$ cat src/hw/rtl/slri_pkg.sv
// Shared types and constants for the sorted list insert/remove core.
`default_nettype none
package slri_pkg;

  localparam int CAPACITY_DEF = 16;
  localparam int DATA_W       = 32;
  localparam int STATUS_W     = 2;
  localparam int ECOUNT_W     = 5;

  localparam logic OP_INSERT = 1'b0;
  localparam logic OP_REMOVE = 1'b1;

  localparam logic [STATUS_W-1:0] ST_DONE     = 2'd0;
  localparam logic [STATUS_W-1:0] ST_FULL     = 2'd1;
  localparam logic [STATUS_W-1:0] ST_NO_MATCH = 2'd2;

  typedef struct packed {
    logic                     op;
    logic signed [DATA_W-1:0] value;
  } item_t;

  typedef struct packed {
    logic [STATUS_W-1:0] status;
    logic [ECOUNT_W-1:0] entry_count;
    logic                empty_res;
  } result_t;

  // Broadcast from the sequencer to every cell.
  typedef struct packed {
    logic                     compare;
    logic                     apply;
    logic                     op;
    logic signed [DATA_W-1:0] value;
  } ctrl_t;

endpackage
`default_nettype wire

$ cat src/hw/rtl/slri_cell.sv
// One cell of the sorted list: holds an entry and trades it with its neighbors.
`default_nettype none
module slri_cell #(
  parameter int IDX   = 0,
  parameter int CNT_W = 5
) (
  input  wire logic                             clk,
  input  wire slri_pkg::ctrl_t                  ctrl,
  input  wire logic [CNT_W-1:0]                 count,
  input  wire logic signed [slri_pkg::DATA_W-1:0] left_data,
  input  wire logic                             left_flag,
  input  wire logic signed [slri_pkg::DATA_W-1:0] right_data,
  output logic signed [slri_pkg::DATA_W-1:0]    data,
  output logic                                  flag,
  output logic                                  hit
);

  logic occ;
  logic eq;

  assign occ = count > CNT_W'(IDX);
  // First equal entry sits where the ge region starts.
  assign hit = eq && flag && !left_flag;

  always_ff @(posedge clk) begin
    if (ctrl.compare) begin
      // Insert: at or past the insertion point. Remove: at or past the first entry >= value.
      if (ctrl.op == slri_pkg::OP_REMOVE) begin
        flag <= occ && (data >= ctrl.value);
      end else begin
        flag <= !occ || (data > ctrl.value);
      end
      eq <= occ && (data == ctrl.value);
    end
    if (ctrl.apply && flag) begin
      if (ctrl.op == slri_pkg::OP_REMOVE) begin
        data <= right_data;
      end else if (left_flag) begin
        data <= left_data;
      end else begin
        data <= ctrl.value;
      end
    end
  end

endmodule
`default_nettype wire

$ cat src/hw/rtl/sorted_list_insert_remove_core.sv
// Top level of the sorted list insert/remove core: sequencer, count and cell chain.
// Holds up to CAPACITY signed 32-bit entries in ascending order in a row of cells.
// Each item inserts a value (after all entries <= it) or removes the first equal
// entry, and yields one result with status, entry count and empty flag. An item
// passes accept, a compare in every cell at once, then a shift by one position of
// the affected cells toward or away from the insertion/removal point; the apply
// step waits while a previous result is stalled, and is gated by the cells' match
// flag on a remove, by the full check on an insert. Reset clears state, count and
// result_valid; there is no clearing pass, entries past the count are never read.
`default_nettype none
module sorted_list_insert_remove_core #(
  parameter int CAPACITY = slri_pkg::CAPACITY_DEF
) (
  input  wire logic              clk,
  input  wire logic              rst,
  input  wire logic              item_valid,
  output logic                   item_stall,
  input  wire slri_pkg::item_t   item,
  output logic                   result_valid,
  input  wire logic              result_stall,
  output slri_pkg::result_t      result
);

  localparam int CNT_W = $clog2(CAPACITY + 1);
  localparam int DW    = slri_pkg::DATA_W;

  typedef enum logic [1:0] {S_IDLE, S_COMPARE, S_APPLY} state_t;

  state_t                state;
  logic                  op;
  logic signed [DW-1:0]  value;
  logic [CNT_W-1:0]      count;
  logic [CNT_W-1:0]      count_next;
  logic [slri_pkg::STATUS_W-1:0] status_next;
  logic [CNT_W+slri_pkg::ECOUNT_W-1:0] count_ext;
  logic                  out_free;
  logic                  full;
  logic                  found;
  logic                  do_apply;
  slri_pkg::ctrl_t       ctrl;

  logic signed [DW-1:0]  cell_data [CAPACITY];
  logic [CAPACITY-1:0]   cell_flag;
  logic [CAPACITY-1:0]   cell_hit;

  assign item_stall = (state != S_IDLE);
  assign out_free   = !result_valid || !result_stall;
  assign full       = (count == CNT_W'(CAPACITY));
  assign found      = |cell_hit;
  assign do_apply   = (state == S_APPLY) && out_free &&
                      ((op == slri_pkg::OP_REMOVE) ? found : !full);

  assign ctrl.compare = (state == S_COMPARE);
  assign ctrl.apply   = do_apply;
  assign ctrl.op      = op;
  assign ctrl.value   = value;

  always_comb begin
    count_next  = count;
    status_next = slri_pkg::ST_DONE;
    if (op == slri_pkg::OP_REMOVE) begin
      if (found) begin
        count_next = count - CNT_W'(1);
      end else begin
        status_next = slri_pkg::ST_NO_MATCH;
      end
    end else begin
      if (full) begin
        status_next = slri_pkg::ST_FULL;
      end else begin
        count_next = count + CNT_W'(1);
      end
    end
    count_ext = {{slri_pkg::ECOUNT_W{1'b0}}, count_next};
  end

  always_ff @(posedge clk) begin
    if (rst) begin
      state        <= S_IDLE;
      count        <= '0;
      result_valid <= 1'b0;
    end else begin
      // Drop a taken result; the apply step reloads the register itself.
      if (result_valid && !result_stall && (state != S_APPLY)) begin
        result_valid <= 1'b0;
      end
      case (state)
        S_IDLE: begin
          if (item_valid) begin
            op    <= item.op;
            value <= item.value;
            state <= S_COMPARE;
          end
        end
        S_COMPARE: begin
          state <= S_APPLY;
        end
        S_APPLY: begin
          // Hold until the result register is free.
          if (out_free) begin
            count                <= count_next;
            result.status        <= status_next;
            result.entry_count   <= count_ext[slri_pkg::ECOUNT_W-1:0];
            result.empty_res     <= (count_next == '0);
            result_valid         <= 1'b1;
            state                <= S_IDLE;
          end
        end
        default: begin
          state <= S_IDLE;
        end
      endcase
    end
  end

  for (genvar i = 0; i < CAPACITY; i++) begin : g_cell
    logic signed [DW-1:0] left_data;
    logic                 left_flag;
    logic signed [DW-1:0] right_data;

    if (i == 0) begin : g_first
      assign left_data = value;
      assign left_flag = 1'b0;
    end else begin : g_mid
      assign left_data = cell_data[i-1];
      assign left_flag = cell_flag[i-1];
    end

    if (i == CAPACITY - 1) begin : g_last
      assign right_data = cell_data[i];
    end else begin : g_inner
      assign right_data = cell_data[i+1];
    end

    slri_cell #(
      .IDX   (i),
      .CNT_W (CNT_W)
    ) u_cell (
      .clk        (clk),
      .ctrl       (ctrl),
      .count      (count),
      .left_data  (left_data),
      .left_flag  (left_flag),
      .right_data (right_data),
      .data       (cell_data[i]),
      .flag       (cell_flag[i]),
      .hit        (cell_hit[i])
    );
  end

endmodule
`default_nettype wire
$ cat config.mk
export PLATFORM = sky130hd
export DESIGN_NAME = sorted_list_insert_remove_core
export DESIGN_NICKNAME = d
export VERILOG_FILES = /design/src/hw/rtl/slri_pkg.sv /design/src/hw/rtl/slri_cell.sv /design/src/hw/rtl/sorted_list_insert_remove_core.sv
export SDC_FILE = /design/constraint.sdc
export NUM_CORES = 2
export LEC_CHECK = 0
export ABC_AREA = 1
export BUFFER_PORTS_ARGS = -buffer_cell sky130_fd_sc_hd__buf_4
export CAP_MARGIN = 0
export CORE_MARGIN = 4
export CORE_UTILIZATION = 40
export CTS_CLUSTER_DIAMETER = 120
export DETAILED_ROUTE_END_ITERATION = 7
export GPL_TIMING_DRIVEN = 0
export PLACE_DENSITY = 0.51
export SYNTH_ARGS = -nofsm -noshare
export SYNTH_HDL_FRONTEND = slang
export SYNTH_SLANG_ARGS = --single-unit
$ cat constraint.sdc
create_clock -name clk -period 4 [get_ports clk]
set_clock_uncertainty 0.2 [all_clocks]
set_input_delay 0.8 -clock clk [delete_from_list [all_inputs] [get_ports clk]]
set_output_delay 0.8 -clock clk [all_outputs]
set_load 0.03 [all_outputs]
* After elaboration in Yosys (flattened, before gate mapping)
Cells that the tools add are included.
** Storage, ports and cells
- Flip-flop bits (word level) :: 593
- Input port bits :: 37
- Output and inout bits :: 10
- Word-level logic and storage cells :: 332
** Cells by class
- $add $sub $neg :: 2
- $lt $le $gt $ge :: 48
- Equality and inequality tests :: 22
- Mux-type cells :: 59
- Bitwise operators :: 2
- Reduce and logical (&&, ||, !) cells :: 143
** Operators with widths (count)
- $mux W32 :: 30
- $eq A32 B32 Y1 :: 16
- $ge A32 B32 Y1 :: 16
- $gt A32 B32 Y1 :: 16
- $logic_and A1 B1 Y1 :: 83
- $gt A5 B4 Y1 const B :: 8
- $logic_not A1 Y1 :: 34
- $mux W1 :: 21
- $gt A5 B3 Y1 const B :: 4
- $logic_or A1 B1 Y1 :: 17
- $reduce_or A16 Y1 :: 1
- $mux W5 :: 3
- $gt A5 B1 Y1 const B :: 2
- $gt A5 B2 Y1 const B :: 2
- $mux W2 :: 4
- $ne A2 B2 Y1 const B :: 3
- $pmux W2 S3 :: 1
- $reduce_and A2 Y1 :: 3
- $reduce_and A3 Y1 :: 2
- $add A5 B1 Y5 const B :: 1
- $eq A5 B5 Y1 const B :: 1
- $logic_not A5 Y1 :: 1
- $sub A5 B1 Y5 const B :: 1
- $eq A2 B1 Y1 const B :: 1
- other kinds (4) :: 5

* Logic depth before layout (Yosys ltp)
- Word-level depth :: 7
- Gate-level depth with buffers :: 17
- Mapped depth without buffers :: 17

* Modules after synthesis
Synthesis repeated with hierarchy kept, for this count alone.
** Unflattened totals
- Cell total of the unflattened synthesis :: 5066
- Area, all modules :: 44139.8 sq um
** By module, submodules not included
- slri_cell at g_cell[12].u_cell ... :: instances 2, cells an instance 307, area each 2641.3 sq um, seq. area each 1021.0 sq um
- slri_cell at g_cell[6].u_cell :: instances 1, cells an instance 309, area each 2656.3 sq um, seq. area each 1021.0 sq um
- slri_cell at g_cell[13].u_cell :: instances 1, cells an instance 309, area each 2651.3 sq um, seq. area each 1021.0 sq um
- slri_cell at g_cell[2].u_cell :: instances 1, cells an instance 306, area each 2651.3 sq um, seq. area each 1021.0 sq um
- slri_cell at g_cell[9].u_cell :: instances 1, cells an instance 306, area each 2648.8 sq um, seq. area each 1021.0 sq um
- slri_cell at g_cell[10].u_cell :: instances 1, cells an instance 306, area each 2640.0 sq um, seq. area each 1021.0 sq um
- slri_cell at g_cell[0].u_cell :: instances 1, cells an instance 309, area each 2638.8 sq um, seq. area each 1021.0 sq um
- slri_cell at g_cell[3].u_cell :: instances 1, cells an instance 307, area each 2638.8 sq um, seq. area each 1021.0 sq um
- slri_cell at g_cell[11].u_cell :: instances 1, cells an instance 305, area each 2632.5 sq um, seq. area each 1021.0 sq um
- slri_cell at g_cell[8].u_cell :: instances 1, cells an instance 306, area each 2632.5 sq um, seq. area each 1021.0 sq um
- slri_cell at g_cell[4].u_cell :: instances 1, cells an instance 306, area each 2631.3 sq um, seq. area each 1021.0 sq um
- slri_cell at g_cell[5].u_cell :: instances 1, cells an instance 305, area each 2631.3 sq um, seq. area each 1021.0 sq um
- slri_cell at g_cell[7].u_cell :: instances 1, cells an instance 307, area each 2627.5 sq um, seq. area each 1021.0 sq um
- slri_cell at g_cell[1].u_cell :: instances 1, cells an instance 306, area each 2626.3 sq um, seq. area each 1021.0 sq um
- +2 rows

* Worst setup path before layout
OpenSTA, ideal clock, no wires.
- Path type :: input-to-reg
- Start point :: input result_stall
- End point :: register g_cell[0].u_cell.data[0] (netlist name) (enable)
- Library setup time :: 0.421 ns
- Arrival :: 2.862 ns
- Data required time :: 3.379 ns
- Setup slack :: 0.516 ns
- Cell stages on the path :: 6
- Buffers on the path :: 1
- Cell sequence :: nand2_1 -> inv_1 -> nor2_1 -> nand2_4 -> buf_6 -> nor2_1
** On the way
- Longest elaborated chain between the ends :: 5
** RTL lines
- from (decl) :: line sorted_list_insert_remove_core.sv:20 : input wire logic result_stall,
- $logic_not A1 Y1 :: line sorted_list_insert_remove_core.sv:47 : assign out_free = !result_valid || !result_stall;
- $logic_or A1 B1 Y1 :: line sorted_list_insert_remove_core.sv:47
- $logic_and A1 B1 Y1 (2 in series) :: line sorted_list_insert_remove_core.sv:50 : assign do_apply = (state == S_APPLY) && out_free &&
- $logic_and A1 B1 Y1 :: line slri_cell.sv:35 : if (ctrl.apply && flag) begin
- to (signal assigned) :: line slri_cell.sv:37 : data <= right_data;
- to (signal assigned) :: line slri_cell.sv:39 : data <= left_data;
- to (signal assigned) :: line slri_cell.sv:41 : data <= ctrl.value;
- to (decl) :: line slri_cell.sv:13 : output logic signed [slri_pkg::DATA_W-1:0] data,
Every way passes these cells.
A chain may end at the register's enable or synchronous reset.

* Worst setup path after layout
- Start point :: register value[31] (netlist: g_cell[0].left_data[31])
- End point :: register g_cell[4].u_cell.flag, data pin
** On the way
- Longest elaborated chain between the ends :: 3
- Elaborated cells between the ends (all ways) :: 5
- Classes of those cells :: order compare: 2; mux: 1; reduce/logical: 2
** RTL lines
- from (decl) :: line sorted_list_insert_remove_core.sv:31 : logic signed [DW-1:0] value;
- from (signal assigned) :: line sorted_list_insert_remove_core.sv:91 : value <= item.value;
- $gt A32 B32 Y1 or $ge A32 B32 Y1 (tied branches) :: line slri_cell.sv:31, slri_cell.sv:29
- $logic_or A1 B1 Y1 or $logic_and A1 B1 Y1 (tied branches) :: line slri_cell.sv:31, slri_cell.sv:29
- $mux W1 * :: line slri_cell.sv:28 : if (ctrl.op == slri_pkg::OP_REMOVE) begin
- to (signal assigned) :: line slri_cell.sv:29 : flag <= occ && (data >= ctrl.value);
- to (signal assigned) :: line slri_cell.sv:31 : flag <= !occ || (data > ctrl.value);
- to (decl) :: line slri_cell.sv:14 : output logic flag,
Every way passes the cells marked *; elsewhere a longest branch is shown, timed or not.

==> impl_metrics.py <==
metrics = {
    "status": {
        "status": "complete, no violations",
    },
    "synth": {
        "synth_cell_type_count": 47,
        "synth-edff-count": 585,
        "yosys-top-cells-area": "edfxtp_1 (43%), ha_1 (16%), a21oi_1 (14%)",
        "synth_nets": 5375,
        "syn_area_per_cell_sq_um": 8.39,
        "netlist.area_leader.share_pct": 43.4,
        "ys.warnings.count": 0,
        "synth_area_sq_mm": 0.0405,
        "async_reset_ff_share_pct": 0,
        "synth_top_area_cell": "edfxtp_1",
        "yosysSeqAreaShare_pct": 43.8,
        "synthFlopType": "edfxtp_1",
        "postSynthCellCount": 4821,
        "synth-seq-cells": 593,
    },
    "clock_network": {
        "htree_levels": 3,
        "cts_sinks": 593,
        "cts_tree": "built",
        "postCtsSetupRepairBufs": 0,
        "clockBufferDepth": 3,
        "clkSlewWorstSetupHoldPaths_ns": 0.06,
        "clk_latency_ns": 0.66,
        "numCtsBuffers": 77,
        "cts-root-buf": "clkbuf_16",
        "cts_resized": 0,
        "hold_buffers": 0,
    },
    "place": {
        "io_buffer_count": 45,
        "post-dp-hpwl_um": 112000,
        "dp_slack_ns": 0.299,
        "gp_congestion": 0.873,
        "place_area_sq_mm": 0.0431,
        "place_inst": 6241,
    },
    "timing": {
        "rsz0062_at_grt": "no",
        "hold_violations": 0,
        "setup_viol": 0,
        "tightestPinTransition_ns": 1.18,
        "fin_crit_sh_pct": 98.9,
        "slew_viol_final": 0,
        "hold_ws_ns": 0.121,
        "fmax_ghz": 0.253,
        "relSlewSlack_pct": 21.0,
        "fin_crit_ns": 3.95,
        "setup_slack_ns": 0.0451,
    },
    "power": {
        "leakagePower_nw": 18.7,
        "p_int_mw": 11.8,
        "irDropWorstVdd_mv": 0.263,
        "power_frac_clock_pct": 44.8,
        "swShare_pct": 26.9,
        "power_frac_comb_pct": 11.5,
        "power_switching_mw": 4.34,
        "p_total_mw": 16.1,
        "pwr-share-seq_pct": 43.7,
        "p_per_area_mw_per_mm2": 353,
    },
    "critical_path": {
        "cp-startpoint": "g_cell[0].left_data[31]",
        "ff2ff_setup_slack_ns": 0.05,
        "crit_arrival_ns": 4.17,
        "cp-end-kind": "register",
        "r2r_start": "g_cell[0].left_data[31]",
        "cp-start-kind": "register",
        "path_max_fanout": 18,
        "crit_type": "register to register",
        "required_ns": 4.21,
    },
    "run": {
        "cap_violations": 0,
    },
    "floorplan": {
        "initial_core_util_pct": 40.3,
        "fp-row-count": 116,
        "die_w_um": 326,
        "die-area_sq_mm": 0.106,
        "coreArea_sq_mm": 0.100,
        "io_pins": 47,
        "die_h_um": 326,
    },
    "cells_and_area": {
        "design_area_sq_mm": 0.0457,
        "final_net_count": 5517,
        "fillers": 10004,
        "stdcell_count": 6384,
        "drive_gt1_share_pct": 5.69,
        "syn2layout_area_growth_pct": 12.8,
    },
    "detailed_routing": {
        "first_pass_iters": 6,
        "drc": 0,
        "viasPerCell": 5.54,
        "vias": 35345,
        "drt_iter0_markers": 3121,
        "drt-total-wl_um": 140000,
        "wl_per_cell_um": 21.9,
        "final_antenna_net_count": 0,
    },
    "min_path": {
        "min_from": "item[9]",
        "hold_path.class": "primary input to register",
    },
    "global_routing": {
        "grt_pass1_vias": 34422,
        "grt_max_degree": 32,
        "grt_overflow": 0,
        "antenna_found_initial": 1,
        "grt_use_total_pct": 25.7,
        "grt_pass1_wl_um": 211000,
    },
}
==> worst paths after layout <==
check,depth (start not counted),end
setup reg to reg,10,g_cell[4].u_cell.flag
hold / removal,1,g_cell[0].left_data[9]
hold reg to reg,2,result_valid
setup / recovery,10,g_cell[4].u_cell.flag
==> logic make-up (layout without fill, tap and decap cells) <==
kind of cell / Yosys count / count (layout) / share of synthesized area [%]
AOI/OAI and AO/OA: 1363 / 1363 / 17.2
adders and majority gates: 517 / 517 / 16.0
DFF: 593 / 593 / 43.8
buffers and inverters: 478 / 683 / 4.71
xor gates and xnor gates: 3 / 3 / 0.0649
and+or+nand+nor: 1867 / 1867 / 18.2
other: 0 / 1 / 0
==> power by group through the flow <==
stage               Clock, mW  Combinational (mW)  Sequential [mW]
global route             7.58                2.10             7.05
CTS                      7.33                1.85             7.05
floorplan                   0                1.20             7.14
global placement            0                1.76             7.19
detailed placement          0                1.84             7.18
finish                   7.23                1.86             7.05
==> Yosys cell counts (all sizes together) (6+ instances only) <==
cell / instances
a21o: 6
a21oi: 1157
buf: 68
clkbuf: 185
dfxtp: 8
edfxtp: 585
ha: 517
inv: 220
nand2: 1088
nand3: 65
nand4: 40
nor2: 642
nor3: 16
o21a: 28
o21ai: 151
o21bai: 10
==> per-layer routing <==
metal / share of wire [%] / vias to the layer above / track usage [%]
met2: 44 / 949 / 40.3
met3: 5.3 / 167 / 2.63
met5: 0 / - / 0
li1: - / 17157 / -
met1: 48 / 17072 / 38.3
met4: 2.1 / 0 / 5.62
==> layout by cell type (no fill, tap or decap), types with 4 or more instances in the layout <==
cell type     n
a21o_1        6
a21oi_1    1156
and2_1        4
buf_1         7
buf_16       16
buf_2        52
buf_4        52
bufinv_16     9
clkbuf_1    201
clkbuf_16    81
clkinv_1     24
clkinv_2     14
dfxtp_1       8
edfxtp_1    585
ha_1        517
inv_1       208
inv_2        10
nand2_1    1081
nand2_2       4
nand3_1      63
nand4_1      39
nor2_1      619
nor2_4       19
nor3_1       15
nor4_2        5
o21a_1       28
o21ai_0     148
o21bai_1     10
==> area by class of cell <==
class / instances / area [sq um] / area share (%)
Multi-Input combinational cell: 3750 / 21000 / 45.9
Inverter: 225 / 851 / 1.86
Buffer: 253 / 1060 / 2.31
Timing Repair Buffer: 63 / 818 / 1.79
Clock inverter: 45 / 452 / 0.989
Clock buffer: 97 / 2090 / 4.57
Sequential cell: 593 / 17700 / 38.8
Antenna cell: 1 / 2.50 / 0.00548
Tap cell: 1357 / 1700 / 3.72
==> flip-flops by register name (all words and copies together) (netlist names) <==
name / count
g_cell.u_cell.data: 512
count: 5
g_cell.u_cell.flag: 16
g_cell.u_cell.eq: 16
result: 8
result_valid: 1
state: 2
g_cell.left_data: 32
op: 1
==> worst max-delay path: stages, from the launching register on <==
cell and delay (ns):
edfxtp_1 0.63, inv_1 0.53, ha_1 0.59, nand2_1 0.16, nor2_1 0.26, nand4_1 0.27
nor2_1 0.46, nand4_1 0.27, and2_1 0.22, nand3_1 0.07, nand2_1 0.05
==> per-stage QoR <==
stage | utilization [%] | setup TNS [ns]
detailed placement | 43.0 | 0
finish | 45.5 | 0
floorplan | - | 0
global placement | 42.4 | -514.29
global route | 45.5 | 0
CTS | 45.5 | 0
(Power assumes the default switching activity.)
